## src/hdl/sms_pkg.sv

```systemverilog
`timescale 1ns / 1ps
`default_nettype none
// ----------------------------------------------------------------------------
// sms_pkg: shared types and constants for the spin mode and armor selector
// Field widths, register indexes, the mode type and the queue entry layout.
// ----------------------------------------------------------------------------
package sms_pkg;

    // armor slots
    localparam int MAX_ARMORS    = 4;
    localparam int OFFSET_FIELDS = 4;
    localparam int ACTIVE_SLOTS  = (MAX_ARMORS < OFFSET_FIELDS) ? MAX_ARMORS : OFFSET_FIELDS;

    // field widths
    localparam int OFF_W    = 15;
    localparam int MAG_W    = 15;
    localparam int CNT_W    = 3;
    localparam int RATE_W   = 16;
    localparam int ARATE_W  = 16;
    localparam int IDX_W    = 2;
    localparam int LOCK_W   = 3;
    localparam int STREAK_W = 8;
    localparam int RATECFG_W = 15;
    localparam int ANGCFG_W  = 14;

    // stream widths
    localparam int IN_BITS    = OFFSET_FIELDS * OFF_W + CNT_W + RATE_W;
    localparam int IN_DATA_W  = ((IN_BITS + 7) / 8) * 8;
    localparam int OUT_DATA_W = 8;

    // configuration port
    localparam int CFG_IDX_W  = 3;
    localparam int CFG_DATA_W = 15;
    localparam logic [CFG_IDX_W-1:0] CFG_SPIN_ENTER    = 3'd0;
    localparam logic [CFG_IDX_W-1:0] CFG_CENTER_ENTER  = 3'd1;
    localparam logic [CFG_IDX_W-1:0] CFG_VIEW_HALF     = 3'd2;
    localparam logic [CFG_IDX_W-1:0] CFG_SWITCH_MARGIN = 3'd3;
    localparam logic [CFG_IDX_W-1:0] CFG_APPROACH      = 3'd4;
    localparam logic [CFG_IDX_W-1:0] CFG_LEAVE_WINDOW  = 3'd5;
    localparam logic [CFG_IDX_W-1:0] CFG_CONFIRM_LIMIT = 3'd6;

    // special values
    localparam logic [LOCK_W-1:0]   NO_LOCK    = 3'd7;
    localparam logic [STREAK_W-1:0] STREAK_MAX = 8'd255;

    typedef enum logic [1:0] {
        MODE_SLOW   = 2'd0,
        MODE_SPIN   = 2'd1,
        MODE_CENTER = 2'd2
    } t_mode;

    typedef struct packed {
        logic [RATECFG_W-1:0] spin_enter_rate;
        logic [RATECFG_W-1:0] center_enter_rate;
        logic [ANGCFG_W-1:0]  view_half_angle;
        logic [ANGCFG_W-1:0]  switch_margin;
        logic [ANGCFG_W-1:0]  approach_limit;
        logic [ANGCFG_W-1:0]  leave_window;
        logic [STREAK_W-1:0]  confirm_limit;
    } t_cfg;

    // classified request, state independent
    typedef struct packed {
        logic             no_armor;
        logic [IDX_W-1:0] near_idx;
        logic [1:0]       cand_cnt;
        logic [IDX_W-1:0] cand0;
        logic [IDX_W-1:0] cand1;
        logic [MAG_W-1:0] cand0_mag;
        logic [MAG_W-1:0] cand1_mag;
        logic [IDX_W-1:0] spin_pick;
        logic             above_spin;
        logic             below_spin;
        logic             above_center;
        logic             below_center;
    } t_item;

endpackage
`default_nettype wire

```

## src/hdl/sms_front.sv

```systemverilog
`timescale 1ns / 1ps
`default_nettype none
// ----------------------------------------------------------------------------
// sms_front: request classifier
// Unpacks one target update and reduces it to candidates, the nearest armor,
// the spinning-mode pick and the rate threshold flags.
// ----------------------------------------------------------------------------
module sms_front (
    input  wire logic [sms_pkg::IN_DATA_W-1:0] i_tdata,
    input  wire sms_pkg::t_cfg                 i_cfg,
    output sms_pkg::t_item                     o_item
);
    import sms_pkg::*;

    logic signed [OFF_W-1:0] w_off [OFFSET_FIELDS];
    logic [MAG_W-1:0]        w_mag [OFFSET_FIELDS];
    logic [CNT_W-1:0]        w_count;
    logic [CNT_W-1:0]        w_n;
    logic signed [RATE_W-1:0] w_rate;
    logic [ARATE_W-1:0]      w_arate;
    logic                    w_rate_pos;
    logic                    w_rate_neg;

    // unpack and take magnitudes
    always_comb begin
        for (int i = 0; i < OFFSET_FIELDS; i++) begin
            w_off[i] = i_tdata[i*OFF_W +: OFF_W];
            w_mag[i] = w_off[i][OFF_W-1] ? MAG_W'(~w_off[i] + 1'b1) : MAG_W'(w_off[i]);
        end
    end

    assign w_count = i_tdata[OFFSET_FIELDS*OFF_W +: CNT_W];
    assign w_n     = (w_count > CNT_W'(ACTIVE_SLOTS)) ? CNT_W'(ACTIVE_SLOTS) : w_count;
    assign w_rate  = i_tdata[OFFSET_FIELDS*OFF_W + CNT_W +: RATE_W];
    assign w_arate = w_rate[RATE_W-1] ? ARATE_W'(~w_rate + 1'b1) : ARATE_W'(w_rate);
    assign w_rate_neg = w_rate[RATE_W-1];
    assign w_rate_pos = !w_rate[RATE_W-1] && (w_rate != '0);

    // nearest, view candidates and spinning pick
    always_comb begin
        logic [IDX_W-1:0] best;
        logic [MAG_W-1:0] best_mag;
        logic [1:0]       nc;
        logic             found;
        logic             act;
        logic             in_win;

        best     = '0;
        best_mag = w_mag[0];
        nc       = '0;
        found    = 1'b0;
        o_item   = '0;

        for (int i = 0; i < OFFSET_FIELDS; i++) begin
            act = (CNT_W'(i) < w_n);
            // nearest, lowest index on a tie
            if (act && (w_mag[i] < best_mag)) begin
                best     = IDX_W'(i);
                best_mag = w_mag[i];
            end
            // first two in-view armors
            if (act && (w_mag[i] <= MAG_W'(i_cfg.view_half_angle))) begin
                if (nc == 2'd0) begin
                    o_item.cand0     = IDX_W'(i);
                    o_item.cand0_mag = w_mag[i];
                    nc = 2'd1;
                end else if (nc == 2'd1) begin
                    o_item.cand1     = IDX_W'(i);
                    o_item.cand1_mag = w_mag[i];
                    nc = 2'd2;
                end
            end
            // approaching side inside the leave window
            in_win = (w_mag[i] <= MAG_W'(i_cfg.approach_limit))
                  && (w_mag[i] < MAG_W'(i_cfg.leave_window))
                  && ((w_rate_pos && !w_off[i][OFF_W-1] && (w_off[i] != '0))
                   || (w_rate_neg && w_off[i][OFF_W-1]));
            if (act && !found && in_win) begin
                o_item.spin_pick = IDX_W'(i);
                found = 1'b1;
            end
        end

        if (!found) begin
            o_item.spin_pick = best;
        end
        o_item.near_idx     = best;
        o_item.cand_cnt     = nc;
        o_item.no_armor     = (w_n == '0);
        o_item.above_spin   = w_arate > ARATE_W'(i_cfg.spin_enter_rate);
        o_item.below_spin   = w_arate < ARATE_W'(i_cfg.spin_enter_rate);
        o_item.above_center = w_arate > ARATE_W'(i_cfg.center_enter_rate);
        o_item.below_center = w_arate < ARATE_W'(i_cfg.center_enter_rate);
    end

endmodule
`default_nettype wire

```

## src/hdl/sms_queue.sv

```systemverilog
`timescale 1ns / 1ps
`default_nettype none
// ----------------------------------------------------------------------------
// sms_queue: two-entry request queue
// Decouples the classifier from the mode machine; push and pop may coincide.
// ----------------------------------------------------------------------------
module sms_queue (
    input  wire logic           i_clk,
    input  wire logic           i_rst_n,
    input  wire logic           i_push,
    input  wire sms_pkg::t_item i_item,
    output logic                o_full,
    input  wire logic           i_pop,
    output logic                o_empty,
    output sms_pkg::t_item      o_item
);
    import sms_pkg::*;

    t_item      r_mem [2];
    logic       r_wr_ptr;
    logic       r_rd_ptr;
    logic [1:0] r_count;
    logic       n_wr_ptr;
    logic       n_rd_ptr;
    logic [1:0] n_count;

    assign o_full  = (r_count == 2'd2);
    assign o_empty = (r_count == 2'd0);
    assign o_item  = r_mem[r_rd_ptr];

    // pointer and fill bookkeeping
    always_comb begin
        n_wr_ptr = r_wr_ptr ^ i_push;
        n_rd_ptr = r_rd_ptr ^ i_pop;
        n_count  = r_count + 2'(i_push) - 2'(i_pop);
    end

    always_ff @(posedge i_clk) begin
        if (!i_rst_n) begin
            r_wr_ptr <= 1'b0;
            r_rd_ptr <= 1'b0;
            r_count  <= 2'd0;
        end else begin
            r_wr_ptr <= n_wr_ptr;
            r_rd_ptr <= n_rd_ptr;
            r_count  <= n_count;
        end
    end

    // entry storage
    always_ff @(posedge i_clk) begin
        if (i_push) begin
            r_mem[r_wr_ptr] <= i_item;
        end
    end

endmodule
`default_nettype wire

```

## src/hdl/sms_back.sv

```systemverilog
`timescale 1ns / 1ps
`default_nettype none
// ----------------------------------------------------------------------------
// sms_back: armor lock and spin mode machine
// Resolves the sticky slow-mode lock, advances the three-mode machine and
// holds the result in an output register.
// ----------------------------------------------------------------------------
module sms_back (
    input  wire logic           i_clk,
    input  wire logic           i_rst_n,
    input  wire sms_pkg::t_cfg  i_cfg,
    input  wire logic           i_empty,
    input  wire sms_pkg::t_item i_item,
    output logic                o_pop,
    output logic                o_valid,
    input  wire logic           i_ready,
    output logic [sms_pkg::OUT_DATA_W-1:0] o_tdata,
    output logic                o_tuser
);
    import sms_pkg::*;

    t_mode               r_mode;
    t_mode               n_mode;
    logic [LOCK_W-1:0]   r_lock;
    logic [LOCK_W-1:0]   n_lock;
    logic [STREAK_W-1:0] r_streak;
    logic [STREAK_W-1:0] n_streak;

    logic                r_out_valid;
    logic [IDX_W-1:0]    r_pick;
    logic                r_aim;
    t_mode               r_mode_out;
    logic                r_no_armor;
    logic [IDX_W-1:0]    n_pick;

    assign o_pop   = !i_empty && (!r_out_valid || i_ready);
    assign o_valid = r_out_valid;
    assign o_tdata = {3'b000, r_mode_out, r_aim, r_pick};
    assign o_tuser = r_no_armor;

    // pick, lock and next mode
    always_comb begin
        logic [STREAK_W-1:0] bumped;
        logic [IDX_W-1:0]    other;
        logic [MAG_W-1:0]    other_mag;
        logic [MAG_W-1:0]    lock_mag;
        logic                lock_is0;

        n_mode    = r_mode;
        n_lock    = r_lock;
        n_streak  = r_streak;
        n_pick    = '0;
        bumped    = (r_streak == STREAK_MAX) ? STREAK_MAX : r_streak + 1'b1;
        other     = '0;
        other_mag = '0;
        lock_mag  = '0;
        lock_is0  = 1'b0;

        if (!i_item.no_armor) begin
            unique case (r_mode)
                MODE_SLOW: begin
                    if (i_item.cand_cnt == 2'd0) begin
                        n_lock = NO_LOCK;
                        n_pick = i_item.near_idx;
                    end else if (i_item.cand_cnt == 2'd1) begin
                        n_lock = NO_LOCK;
                        n_pick = i_item.cand0;
                    end else begin
                        // keep a held lock, else take the nearer candidate
                        if (r_lock == {1'b0, i_item.cand0}) begin
                            lock_is0 = 1'b1;
                        end else if (r_lock == {1'b0, i_item.cand1}) begin
                            lock_is0 = 1'b0;
                        end else begin
                            lock_is0 = i_item.cand0_mag < i_item.cand1_mag;
                        end
                        other     = lock_is0 ? i_item.cand1 : i_item.cand0;
                        other_mag = lock_is0 ? i_item.cand1_mag : i_item.cand0_mag;
                        lock_mag  = lock_is0 ? i_item.cand0_mag : i_item.cand1_mag;
                        n_pick    = lock_is0 ? i_item.cand0 : i_item.cand1;
                        // hysteresis against stealing the lock
                        if (({1'b0, other_mag} + {2'b00, i_cfg.switch_margin})
                                < {1'b0, lock_mag}) begin
                            n_pick = other;
                        end
                        n_lock = {1'b0, n_pick};
                    end
                    if (i_item.above_spin) begin
                        n_streak = bumped;
                    end else begin
                        n_streak = '0;
                    end
                    if (n_streak > i_cfg.confirm_limit) begin
                        n_mode   = MODE_SPIN;
                        n_streak = '0;
                        n_lock   = NO_LOCK;
                    end
                end
                MODE_SPIN: begin
                    n_pick = i_item.spin_pick;
                    if (i_item.above_center) begin
                        n_streak = bumped;
                        if (bumped > i_cfg.confirm_limit) begin
                            n_mode   = MODE_CENTER;
                            n_streak = '0;
                        end
                    end else if (i_item.below_spin) begin
                        n_streak = bumped;
                        if (bumped > i_cfg.confirm_limit) begin
                            n_mode   = MODE_SLOW;
                            n_streak = '0;
                            n_lock   = NO_LOCK;
                        end
                    end else begin
                        n_streak = '0;
                    end
                end
                MODE_CENTER: begin
                    n_pick = i_item.near_idx;
                    if (i_item.below_center) begin
                        n_streak = bumped;
                        if (bumped > i_cfg.confirm_limit) begin
                            n_mode   = MODE_SPIN;
                            n_streak = '0;
                        end
                    end else begin
                        n_streak = '0;
                    end
                end
                default: begin
                    n_pick = i_item.near_idx;
                end
            endcase
        end
    end

    // mode machine state
    always_ff @(posedge i_clk) begin
        if (!i_rst_n) begin
            r_mode   <= MODE_SLOW;
            r_lock   <= NO_LOCK;
            r_streak <= '0;
        end else if (o_pop) begin
            r_mode   <= n_mode;
            r_lock   <= n_lock;
            r_streak <= n_streak;
        end
    end

    // output register
    always_ff @(posedge i_clk) begin
        if (!i_rst_n) begin
            r_out_valid <= 1'b0;
        end else if (o_pop) begin
            r_out_valid <= 1'b1;
        end else if (i_ready) begin
            r_out_valid <= 1'b0;
        end
    end

    always_ff @(posedge i_clk) begin
        if (o_pop) begin
            r_pick     <= n_pick;
            r_aim      <= (r_mode == MODE_CENTER);
            r_mode_out <= n_mode;
            r_no_armor <= i_item.no_armor;
        end
    end

endmodule
`default_nettype wire

```

## src/hdl/spin_mode_and_armor_select.sv

```systemverilog
`timescale 1ns / 1ps
`default_nettype none
// ----------------------------------------------------------------------------
// spin_mode_and_armor_select: armor selector with a three-mode spin machine
// Each request is one target update; each result names the armor to aim at
// and the tracking mode (slow, spinning, centre) after the update.
//
// s_axis_*: target updates, four Q3.12 offsets, armor count, Q8.8 spin rate.
// m_axis_*: one result per request; tuser flags an update with no armors.
// i_cfg_*:  register writes, taken whenever i_cfg_we is high, meant for idle.
//
// One request per cycle is sustained while m_axis_tready is high: the
// classifier feeds a two-entry queue and the mode machine drains one
// entry per cycle into an output register, so each side stalls
// on its own. When the receiver holds m_axis_tready low, the result register
// and then the queue fill, and s_axis_tready drops once both are full.
// Reset (synchronous, active low) empties the queue and result register,
// loads the default thresholds and puts the machine into slow mode with no
// armor lock and a zero streak.
// ----------------------------------------------------------------------------
module spin_mode_and_armor_select (
    input  wire logic                            i_clk,
    input  wire logic                            i_rst_n,
    // offset_a, offset_b, offset_c, offset_d, armor_count, spin_rate, zero pad
    input  wire logic [sms_pkg::IN_DATA_W-1:0]   s_axis_tdata,
    input  wire logic                            s_axis_tvalid,
    output logic                                 s_axis_tready,
    // chosen_armor, aim_at_center, mode_now, zero pad
    output logic [sms_pkg::OUT_DATA_W-1:0]       m_axis_tdata,
    // no_armor
    output logic                                 m_axis_tuser,
    output logic                                 m_axis_tvalid,
    input  wire logic                            m_axis_tready,
    input  wire logic                            i_cfg_we,
    input  wire logic [sms_pkg::CFG_IDX_W-1:0]   i_cfg_index,
    input  wire logic [sms_pkg::CFG_DATA_W-1:0]  i_cfg_data
);
    import sms_pkg::*;

    t_cfg  r_cfg;
    t_item w_front_item;
    t_item w_queue_item;
    logic  w_full;
    logic  w_empty;
    logic  w_pop;
    logic  w_push;

    // configuration registers
    always_ff @(posedge i_clk) begin
        if (!i_rst_n) begin
            r_cfg.spin_enter_rate   <= 15'd1536;
            r_cfg.center_enter_rate <= 15'd23040;
            r_cfg.view_half_angle   <= 14'd1644;
            r_cfg.switch_margin     <= 14'd429;
            r_cfg.approach_limit    <= 14'd4075;
            r_cfg.leave_window      <= 14'd1215;
            r_cfg.confirm_limit     <= 8'd5;
        end else if (i_cfg_we) begin
            unique case (i_cfg_index)
                CFG_SPIN_ENTER:    r_cfg.spin_enter_rate   <= i_cfg_data[RATECFG_W-1:0];
                CFG_CENTER_ENTER:  r_cfg.center_enter_rate <= i_cfg_data[RATECFG_W-1:0];
                CFG_VIEW_HALF:     r_cfg.view_half_angle   <= i_cfg_data[ANGCFG_W-1:0];
                CFG_SWITCH_MARGIN: r_cfg.switch_margin     <= i_cfg_data[ANGCFG_W-1:0];
                CFG_APPROACH:      r_cfg.approach_limit    <= i_cfg_data[ANGCFG_W-1:0];
                CFG_LEAVE_WINDOW:  r_cfg.leave_window      <= i_cfg_data[ANGCFG_W-1:0];
                CFG_CONFIRM_LIMIT: r_cfg.confirm_limit     <= i_cfg_data[STREAK_W-1:0];
                default: begin
                end
            endcase
        end
    end

    assign s_axis_tready = !w_full;
    assign w_push        = s_axis_tvalid && !w_full;

    // classify incoming request
    sms_front u_front (
        .i_tdata (s_axis_tdata),
        .i_cfg   (r_cfg),
        .o_item  (w_front_item)
    );

    // queue between classifier and mode machine
    sms_queue u_queue (
        .i_clk   (i_clk),
        .i_rst_n (i_rst_n),
        .i_push  (w_push),
        .i_item  (w_front_item),
        .o_full  (w_full),
        .i_pop   (w_pop),
        .o_empty (w_empty),
        .o_item  (w_queue_item)
    );

    // lock resolution, mode machine and result register
    sms_back u_back (
        .i_clk   (i_clk),
        .i_rst_n (i_rst_n),
        .i_cfg   (r_cfg),
        .i_empty (w_empty),
        .i_item  (w_queue_item),
        .o_pop   (w_pop),
        .o_valid (m_axis_tvalid),
        .i_ready (m_axis_tready),
        .o_tdata (m_axis_tdata),
        .o_tuser (m_axis_tuser)
    );

endmodule
`default_nettype wire

```

## config.mk

```make
export PLATFORM = sky130hd
export DESIGN_NAME = spin_mode_and_armor_select
export DESIGN_NICKNAME = d
export VERILOG_FILES = /design/src/hdl/sms_pkg.sv /design/src/hdl/sms_front.sv /design/src/hdl/sms_queue.sv /design/src/hdl/sms_back.sv /design/src/hdl/spin_mode_and_armor_select.sv
export SDC_FILE = /design/constraint.sdc
export NUM_CORES = 1
export LEC_CHECK = 0
export BUFFER_PORTS_ARGS = -buffer_cell sky130_fd_sc_hd__buf_2
export CAP_MARGIN = 20
export CORE_AREA = 2 2 187 189
export CTS_BUF_LIST = sky130_fd_sc_hd__clkbuf_8
export CTS_CLUSTER_SIZE = 30
export DETAILED_ROUTE_END_ITERATION = 12
export DIE_AREA = 0 0 189 191
export GPL_TIMING_DRIVEN = 0
export PLACE_DENSITY = 0.76
export SLEW_MARGIN = 40
export SYNTH_ARGS = -nofsm -noshare
export SYNTH_HDL_FRONTEND = slang
export SYNTH_SLANG_ARGS = --single-unit
```

## constraint.sdc

```tcl
create_clock -name i_clk -period 8 [get_ports i_clk]
set_input_delay 1.2 -clock i_clk [delete_from_list [all_inputs] [get_ports i_clk]]
set_output_delay 1.2 -clock i_clk [all_outputs]
set_load 0.02 [all_outputs]
```

==> metrics <==
I/O Pins 114; Mean Syn Cell Area 8.71 um^2; Die X 189 um; Post-Syn Area 0.0186 mm^2; H-Tree Depth 2; #FFs+latches synth 209; min Tclk post-route 7.65 ns; critical path class in -> reg; Comb power frac 57.0%; RSZ-0062 raised after global routing false; R2R setup slack 0.40 ns; PwrDens 256 mW/mm^2; die height 191 um; vias in the first global route 16,800; P_int 0.00312 W; Hold Fails Final Rpt 0; input/output buffers 104; drt pass-1 iters 8; cell mode on critical path ha_1; Sw Share 42.2%; Synth cell types 88; largest net degree at the start of global routing 25; clk_skew 0.0356 ns; CTS Root Buffer Type clkbuf_8; CP Capture Type flip-flop; FP Rows 68; DRT Wirelength 60,500 um; arrival time worst endpoint 7.93 ns; crit-path max FO 10; Antenna Nets Post-Route 0; Final Instance Area 0.0210 mm^2; # clock sinks 209; grt ovf 0; initial antenna violation count 2; worst slew pin tran 0.921 ns; most frequent cells in the layout 309 x nand2_1, 309 x ha_1, 189 x inv_1; clock-pin slew on the worst setup and hold paths 0.05 ns; vias 17,200; fraction of layout cells with a size suffix above 1 13.0%; slowest stage delay, CP 0.37 ns; DR WL/cell 21.7 um; post-layout instance count excluding filler cells 2,788; dpl cells 2,705; Post-synth EDFFs 96; max-slew violations 0; fmax 131 MHz; CP bufs+invs 7; first-pass GRT wire length 92,100 um; area delta synth->final 13.2%; GP Congestion 1.04; Residual DRC 0; Die ar. 0.0361 mm^2; Leakage 9.32 nW; clock power share 17.8%; Reg power frac 25.2%; CP Launch Type input port; Synth warnings 0; fraction of registers with async set/reset 0%; Skew-Pair Late Insertion Delay 0.54 ns; min-delay worst type reg -> reg; CP top delay family compound AO/OA/AOI/OAI gates; dpl hpwl 46,400 um; setup TNS 0 ns; CTS tree built; CTS Buffer Depth 3; Net Switching 0.00228 W; Critical Path RT 8.28 ns; drt first-iter violations 1,577; TritonCTS Buffers 38; Final period util 95.6%; hold_ws 0.463 ns; setup violators final 0; outcome finished, final reports clean; Slew HR 38.3%; post-synthesis instance total 2,136; Via-to-Cell Ratio 6.18; starting density of the core 54.5%; maxcap violations 0; placed instance area 0.0200 mm^2; peak supply drop 0.000216 V; Critical-path top delay cell a211oi_4; main flop type after synthesis dfxtp_1; post-synthesis sequential area ratio 27.7%; core area 0.0341 mm^2; Global Route Usage Sum 33.2%; Final nets 2,719
[logic make-up after synthesis]
logic type / Yosys count / share of synthesized area [%]
flops: 209 / 27.7
other cells: 1 / 0.0202
compound gates: 518 / 19.5
simple gates: 674 / 17.5
fa+ha+maj: 314 / 21.1
mux: 86 / 4.87
buf+inv: 250 / 5.24
xor+xnor: 84 / 4.04
[power by group through the flow]
stage	sequential, W	clock, W	combinational, W
after floorplan	0.00138	0	0.00207
after global placement	0.00138	0	0.00271
after detailed placement	0.00138	0	0.00286
after CTS	0.00136	0.000977	0.00298
after global routing	0.00137	0.00102	0.00340
final	0.00136	0.000960	0.00308
[stage by stage]
stage | setup slack [ns] | util (%) | total power (W)
floorplan | 0.357 | - | 0.00346
detailed placement | -1.82 | 58.7 | 0.00424
global route | 0.000225 | 61.7 | 0.00579
finish | 0.354 | 61.7 | 0.00540
global placement | -1.41 | 57.8 | 0.00409
CTS | 0.0163 | 61.2 | 0.00532
[final cells by class]
cell class	instances	area, um^2
Fill cell	2867	13100
Multi-Input combinational cell	1683	12900
Sequential cell	209	5140
Timing Repair Buffer	124	706
Inverter	181	687
Clock buffer	42	578
Tap cell	455	569
Buffer	67	334
Clock inverter	25	136
Antenna cell	2	5.00
[what timing repair did]
item | in CTS | in global routing
setup endpoints to repair | 12 | 12
buffers inserted | 5 | 11
hold endpoints to repair | 0 | 0
hold buffers | 0 | 0
gates resized for setup | 36 | 19
pin swaps | 2 | 6
[tightest hold or removal path: stages, from the launching register on]
cell	delay (ns)
dfxtp_1	0.31
nand2_1	0.05
a21boi_0	0.06
[path summary, 6_finish.rpt]
check | from | endpoint | cells after the start
min | r_cfg[5] | r_cfg[5] | 2
max | s_axis_tdata[15] | u_queue.r_mem[0][4] | 36
max reg2reg | flip-flop | u_back.r_pick[0] | 36
min reg2reg | r_cfg[5] | r_cfg[5] | 2
[Yosys cell counts (all sizes together) (6+ instances only)]
| library cell | number | area [um^2] |
|---|---|---|
| nor4 | 18 | 164 |
| and3 | 9 | 56.3 |
| o221ai | 17 | 155 |
| xnor2 | 63 | 567 |
| a21o | 61 | 459 |
| and2 | 6 | 40.0 |
| a311oi | 16 | 140 |
| a22oi | 10 | 75.1 |
| nand2b | 33 | 206 |
| buf | 18 | 104 |
| xor2 | 21 | 184 |
| inv | 181 | 679 |
| a21oi | 72 | 372 |
| dfxtp | 113 | 2260 |
| nor3 | 43 | 215 |
| clkbuf | 51 | 191 |
| o31ai | 24 | 180 |
| a21boi | 61 | 458 |
| o21ai | 89 | 457 |
| nand3 | 36 | 180 |
| nand2 | 310 | 1160 |
| nand4 | 38 | 238 |
| o211ai | 37 | 278 |
| ha | 311 | 3890 |
| a211oi | 11 | 82.6 |
| mux2i | 59 | 591 |
| nor2b | 62 | 388 |
| or3 | 12 | 75.1 |
| or2 | 11 | 68.8 |
| edfxtp | 96 | 2880 |
| or4 | 6 | 45.0 |
| a2111oi | 7 | 61.3 |
| nor2 | 75 | 284 |
| nor3b | 7 | 57.6 |
| mux2 | 26 | 293 |
| a31oi | 14 | 87.6 |
| o21a | 52 | 390 |
[routing by layer]
layer	wire length [um]	GRT usage, %
met1	24200	41.1
met2	27300	54.0
met3	5290	6.43
met4	3700	19.2
met5	17	0
[registers in the layout, indices dropped and copies added (netlist names), named ones only]
register,count
u_queue.r_count,2
u_back.r_lock,3
u_back.r_pick,2
u_back.o_valid,1
u_queue.r_mem,90
u_back.r_mode_out,2
u_back.r_streak,8
u_back.r_mode,2
u_back.r_aim,1
r_cfg,94
u_queue.r_rd_ptr,1
u_queue.r_wr_ptr,1
u_back.o_tuser,1
Power figures use the tool's default switching activity.
